## src/hors_pkg.sv

```systemverilog
`timescale 1ns / 1ps
// hors_pkg: shared types and codes for the heap-order record search unit.
// Used by hors_level_cell and heap_order_record_search_unit; no dependencies.

package hors_pkg;

  // Request kinds carried on the input tuser bit
  localparam logic ACT_WRITE  = 1'b0;
  localparam logic ACT_SEARCH = 1'b1;

  // Fixed field widths
  localparam int SLOT_W  = 7;
  localparam int HALF_W  = 64;
  localparam int CFG_W   = 8;
  localparam int IN_DW   = 264;  // 7 + 4*64 = 263, padded to whole bytes
  localparam int OUT_DW  = 128;
  localparam logic [CFG_W-1:0] CFG_RESET = 8'd128;

  // One stored record
  typedef struct packed {
    logic [HALF_W-1:0] name_high;
    logic [HALF_W-1:0] name_low;
    logic [HALF_W-1:0] meta_high;
    logic [HALF_W-1:0] meta_low;
  } rec_t;

  // Record write broadcast to every level
  typedef struct packed {
    logic              en;
    logic [SLOT_W-1:0] slot;
    rec_t              rec;
  } wr_req_t;

  // Search token walking down the chain of levels
  typedef struct packed {
    logic              valid;
    logic              active;
    logic              found;
    logic [HALF_W-1:0] key_high;
    logic [HALF_W-1:0] key_low;
    logic [HALF_W-1:0] meta_high;
    logic [HALF_W-1:0] meta_low;
  } tok_t;

endpackage

```

## src/hors_level_cell.sv

```systemverilog
`timescale 1ns / 1ps
// hors_level_cell: one tree level; holds that level's records in a local memory
// and compares the passing search token. Depends on hors_pkg.

module hors_level_cell import hors_pkg::*; #(
  parameter int LEVEL       = 0,
  parameter int MAX_RECORDS = 128,
  parameter int NW          = 9,
  parameter int CW          = 9
) (
  input  logic          clk,
  input  logic          rst_n,
  input  wr_req_t       wr,
  input  logic [CW-1:0] limit,
  input  tok_t          tok_in,
  input  logic [NW-1:0] off_in,   // node offset within this level
  output tok_t          tok_out,
  output logic [NW-1:0] off_out   // child offset within the next level
);

  localparam int AW    = (LEVEL > 0) ? LEVEL : 1;
  localparam int DEPTH = 1 << AW;
  localparam int BASE  = (1 << LEVEL) - 1;
  localparam int NEXT  = 2 * BASE + 1;

  rec_t          mem [DEPTH];
  rec_t          rdata_r;
  tok_t          tok_r;
  logic [NW-1:0] off_r;

  logic [CW-1:0] slot_ext;
  logic          wr_hit;
  logic [CW-1:0] wr_off;
  logic [NW-1:0] node;
  logic          key_eq;
  logic          key_lt;

  // Write decode: does this slot belong to this level
  assign slot_ext = CW'(wr.slot);
  assign wr_hit   = wr.en && (slot_ext >= CW'(BASE)) && (slot_ext < CW'(NEXT)) &&
                    (slot_ext < CW'(MAX_RECORDS));
  assign wr_off   = slot_ext - CW'(BASE);

  // Level memory: one write port, one registered read port
  always_ff @(posedge clk) begin
    if (wr_hit) begin
      mem[wr_off[AW-1:0]] <= wr.rec;
    end
    rdata_r <= mem[off_in[AW-1:0]];
  end

  // Token register
  always_ff @(posedge clk) begin
    if (!rst_n) begin
      tok_r.valid <= 1'b0;
    end else begin
      tok_r.valid <= tok_in.valid;
    end
    tok_r.active    <= tok_in.active;
    tok_r.found     <= tok_in.found;
    tok_r.key_high  <= tok_in.key_high;
    tok_r.key_low   <= tok_in.key_low;
    tok_r.meta_high <= tok_in.meta_high;
    tok_r.meta_low  <= tok_in.meta_low;
    off_r           <= off_in;
  end

  // Compare against the node read for this token
  assign node   = NW'(BASE) + off_r;
  assign key_eq = {tok_r.key_high, tok_r.key_low} == {rdata_r.name_high, rdata_r.name_low};
  assign key_lt = {tok_r.key_high, tok_r.key_low} <  {rdata_r.name_high, rdata_r.name_low};

  always_comb begin
    tok_out = tok_r;
    off_out = {off_r[NW-2:0], ~key_lt};
    if (tok_r.valid && tok_r.active) begin
      if (CW'(node) >= limit) begin
        tok_out.active = 1'b0;
      end else if (key_eq) begin
        tok_out.active    = 1'b0;
        tok_out.found     = 1'b1;
        tok_out.meta_high = rdata_r.meta_high;
        tok_out.meta_low  = rdata_r.meta_low;
      end
    end
  end

endmodule

```

## config.mk

```make
export PLATFORM = sky130hd
export DESIGN_NAME = hors_level_cell
export DESIGN_NICKNAME = d
export VERILOG_FILES = /design/src/hors_pkg.sv /design/src/hors_level_cell.sv
export SDC_FILE = /design/constraint.sdc
export NUM_CORES = 1
export LEC_CHECK = 0
export BUFFER_PORTS_ARGS = -buffer_cell sky130_fd_sc_hd__buf_2
export CAP_MARGIN = 20
export CORE_MARGIN = 2
export CORE_UTILIZATION = 25
export DETAILED_ROUTE_END_ITERATION = 8
export HOLD_SLACK_MARGIN = 0.02
export PLACE_DENSITY = 0.5
export RECOVER_POWER = 50
export SYNTH_ARGS = -nofsm -noshare
export SYNTH_HDL_FRONTEND = slang
export SYNTH_SLANG_ARGS = --single-unit
```

## constraint.sdc

```tcl
create_clock -name clk -period 22 [get_ports clk]
set_clock_uncertainty 0.05 [all_clocks]
set_input_delay 3.3 -clock clk [delete_from_list [all_inputs] [get_ports clk]]
set_output_delay 3.3 -clock clk [all_outputs]
set_load 0.005 [all_outputs]
```

# Yosys cells after proc, flatten, opt, wreduce, memory -nomap -nowiden
# Memories as Yosys holds them, arrays and structs flattened. A register that Yosys moved wholly into a read port is not among the register bits.
# Index checks and enable logic that the tools add are counted.
# word_totals
in_bits	543
ramBits	512
output_inout_bits	268
mem_count	1
ff_bits	268
# memory_table
memory	depth	word_bits	rd	rd_clocked_by_memory_dff	write_ports	line_no	rtl
mem	2	256	1	1	1	hors_level_cell.sv:26	rec_t mem [DEPTH];
# classes
bitwise	1
n_eq_ne	1
order_cmp	5
mux	9
reduce_logical	4
# ops
op	n
128-bit 2-to-1 mux	3
128-bit == test	1
128-bit < comparator	1
9-bit >= comparator	1
7-bit by 8-bit < comparator with 1-bit output, second input constant	1
7-bit by 1-bit >= comparator with 1-bit output, second input constant	1
7-bit by 1-bit < comparator with 1-bit output, second input constant	1
1-bit logical AND	4
1-bit 2-to-1 mux	4
2-bit 2-to-1 mux	2
1-bit NOT	1

# Depth between registers and ports, before layout
# depth
word_depth	6
mapped_depth	11
depth_no_buf	9

# Least setup slack after synthesis
# No wires, ideal clock.
# synth_path
path_type	input-to-reg
from	input port wr[262] (netlist name)
to	memory mem[0][0] (netlist name), enable pin
path_slack_ns	11.786
cell_stages	2
arrival_time_ns	9.510
path_cell_list	nor4_1 -> and4b_1
# synth_via
elab_chain_cells	6
elab_cells_between_ends	8
classes_between	3 x order compare; 2 x mux; 3 x reduce/logical
# synth_rtl
item	line_no	rtl
from (decl)	hors_level_cell.sv:13	input wr_req_t wr,
7-bit by 1-bit >= comparator with 1-bit output	hors_level_cell.sv:40	assign wr_hit = wr.en && (slot_ext >= CW'(BASE)) && (slot_ext < CW'(NEXT)) &&
1-bit logical AND (2 in a row)	hors_level_cell.sv:40	
1-bit logical AND (*)	hors_level_cell.sv:40	
1-bit 2-to-1 mux (*)	hors_level_cell.sv:46	if (wr_hit) begin
1-bit 2-to-1 mux (not written as such) (*)	hors_level_cell.sv:47	mem[wr_off[AW-1:0]] <= wr.rec;
to (decl)	hors_level_cell.sv:26	
# Mark *: on every way between the ends. The rest lies on a longest branch, timed or not.

==> run_results.csv <==
group,metric,value,unit
run_status,outcome,"finished with violations",
run_status,failed_checks,"max-capacitance violations, max-slew violations",
setup_path,critPathRequiredTime,18650,ps
route,routedWlPerCell,17.64,um
setup_path,reg2reg_from,"mem[1][1]$_DFFE_PP_",
global_route,grt_usage,0.1209,
setup_path,worst_setup_path_end_kind,"output pin",
route,drt_iter0_drc,735,
clock_network,cts_buffers,111,
setup_path,max_stage_delay,900,ps
sta,maxSlewHeadroom,-2.285,
sta,min_period,10860,ps
sta,hold_viol,0,
cells_and_area,drive_gt1_frac,0.3904,
clock_network,postCtsSetupBuffers,0,
route,wl_met1,35140,um
route,routed-wl-met3,5955,um
floorplanning,coreArea,141400,um2
route,ant_nets,0,
synth,synthDistinctLibCells,50,
synth,async_flop_share,0,
pwr,total_power,4.270,mW
setup_path,critPathLaunch,"limit[0]",
clock_network,postCtsHoldBufs,0,
clock_network,worstSkewPairLatency,750,ps
route,first_pass_iters,4,
clock_network,cts.path.max_buffers,3,
sta,rsz0062_at_grt,"no",
route,routed_wl,90270,um
synth,avgSynthCellArea,16.88,um2
sta,fin_crit_sh,0.4938,
clock_network,tritoncts,"done",
cells_and_area,ff_latch_area,25860,um2
pwr,p_leak,18.97,nW
synth,synth.ff_latch_count,1036,
global_route,grt_max_degree,77,
route,wl_met2,46060,um
sta,drv_slew,77,
clock_network,htree_levels,3,
min_path,holdCritStartpoint,"mem[1][120]$_DFFE_PP_",
cells_and_area,syn_to_final_growth,27.46,%
global_route,first_global_vias,19910,
clock_network,cts.sinks,1036,
setup_path,cp-start-kind,"input pin",
route,viasPerCell,3.741,
floorplanning,row_count,138,
synth,synth-edff-count,512,
setup_path,path_cells,"buf_2 > ha_1 > nand2b_1 > a21oi_1 > nor2b_1 > o21ai_0 > a32oi_1 > nor3_4 > buf_4 > buf_4 > buf_4 > mux2_4 > buf_2",
clock_network,cts.repair.resized,0,
pwr,ir_worst_vdd,0.00007753,V
cells_and_area,multi_input_area,8700,um2
cells_and_area,most-common-layout-cells,"buf_2, dfxtp_1, edfxtp_1",
clock_network,clk_pin_slew,60,ps
floorplanning,die_y,381.1,um
global_route,grt_antenna_before_repair,34,
floorplanning,die_w,381.1,um
setup_path,critPathArrivalTime,7510,ps
run,maxCapViolCount,1,
floorplanning,ios,811,
route,highest_layer,"met5",
setup_path,r2r_slack,21010,ps
floorplanning,fp.dieArea,145200,um2
cells_and_area,n_fill_cell,14180,
global_route,grt_overflow,0,
cells_and_area,fin_util,0.3204,
place,io_buffers,810,
synth,synth_warnings,0,
route,drc,0,
sta,fmax,92.05,MHz
global_route,grt_pass1_wl,127200,um
synth,synth_seq_area_share,0.7276,
clock_network,cts_root_buffer,"clkbuf_16",
route,vias,19150,
setup_path,worstSetupPathType,"input pin to output pin",
cells_and_area,final_nets,3797,
place,gp_congestion,0.8242,
setup_path,worstPathMaxFanout,58,
setup_path,slowest_stage,"buf_4",
sta,setup_viol,0,
min_path,hold_path.class,"register to register",
setup_path,critPathMostFrequentCell,"buf_4",
sta,fin_tns_setup,0,ps
floorplanning,start_util,0.2514,
cells_and_area,layout_commonest_cell,"buf_2",
synth,synth_ff_type,"dfxtp_1",
synth,synth_area,35550,um2
sta,worst_pin_slew,4927,ps
place,hpwl,69000,um
synth,postSynthCellCount,2106,
pwr,power.density,94.24,nW/um2
power by group:
group / switching [mW] / leakage (nW) / internal [mW]
Combinational: 0.103 / 7.91 / 0.121
Sequential: 0.0435 / 9.23 / 2.13
Clock: 0.792 / 1.83 / 1.08
Total: 0.939 / 19.0 / 3.33
layer usage:
| metal | track usage | vias to the layer above |
|---|---|---|
| li1 | - | 9221 |
| met1 | 0.1353 | 9190 |
| met3 | 0.03646 | 177 |
| met5 | 0 | - |
| met4 | 0.04589 | 16 |
| met2 | 0.2147 | 541 |
synth_stat cells (2+ instances only):
cell type  count  area share
dfxtp_1      524        0.30
edfxtp_1     512        0.43
mux2_2       266       0.084
inv_1        150       0.016
buf_4        138       0.029
ha_1         137       0.048
mux2_4       100       0.042
a21oi_1       53      0.0075
nand2_1       29      0.0031
clkbuf_1      27      0.0029
nand4_1       23      0.0040
o21ai_0       19      0.0027
mux2_1        18      0.0057
a21o_1        14      0.0030
nand3_1       12      0.0017
buf_12        11      0.0062
nor2_1         8     0.00084
nor2b_1        6      0.0011
a211oi_1       5      0.0011
nor3_1         5     0.00070
and4_1         4     0.00099
a221oi_1       3     0.00074
nand2b_1       3     0.00053
nor4_4         3      0.0018
o211ai_1       3     0.00063
o22ai_1        3     0.00053
a21boi_0       2     0.00042
and2_1         2     0.00035
buf_6          2     0.00063
nand4_2        2     0.00070
nor3_2         2     0.00056
nor4_1         2     0.00035
worst max-delay path: cells and delay by family:
family | cells | cell delay (ps)
AO/OA/AOI/OAI | 3 | 720
buffers and inverters | 5 | 2310
adder cells (fa/ha/maj) | 1 | 270
AND/OR/NAND/NOR | 3 | 420
multiplexers | 1 | 360
flip-flops by register name, indices dropped and copies added, names as in the netlist:
| register | flops |
|---|---|
| mem | 512 |
| rdata_r | 256 |
| tok_r | 130 |
| tok_out | 129 |
| off_r | 9 |
per-stage QoR:
stage                     hold slack, ps  worst slack (ps)  instances  instance area, um2
after floorplan                    397.8             11790       2361               36510
after global placement             399.5             11100       4894               41650
after detailed placement           404.7             11060       4894               41650
after CTS                          370.5             11040       5105               45440
after global routing               403.2             10740       5115               45300
final                              385.6             11140       5118               45310
final cells by class:
cell class                      instances  area share
Antenna cell                           13   0.0007180
Clock buffer                          153     0.06948
Clock inverter                         58     0.01417
Inverter                              150     0.01243
Multi-Input combinational cell        996      0.1920
Sequential cell                      1036      0.5708
Tap cell                             1890     0.05219
Timing Repair Buffer                  822     0.08820
cell families after synthesis:
| family | Yosys count | synth area share |
|---|---|---|
| adder cells (fa/ha/maj) | 137 | 0.04822 |
| multiplexers | 384 | 0.1322 |
| AO/OA/AOI/OAI | 111 | 0.01869 |
| buffers and inverters | 329 | 0.05476 |
| other | 1 | 0.0001055 |
| flip-flops | 1036 | 0.7276 |
| AND/OR/NAND/NOR | 108 | 0.01848 |
final timing paths:
check / endpoint / depth (start not counted)
hold reg to reg: rdata_r[120]$_DFF_P_ / 1
hold / removal: rdata_r[120]$_DFF_P_ / 1
setup reg to reg: rdata_r[1]$_DFF_P_ / 1
setup / recovery: tok_out[103] / 13
No activity file was read; power rests on OpenSTA's default activity.
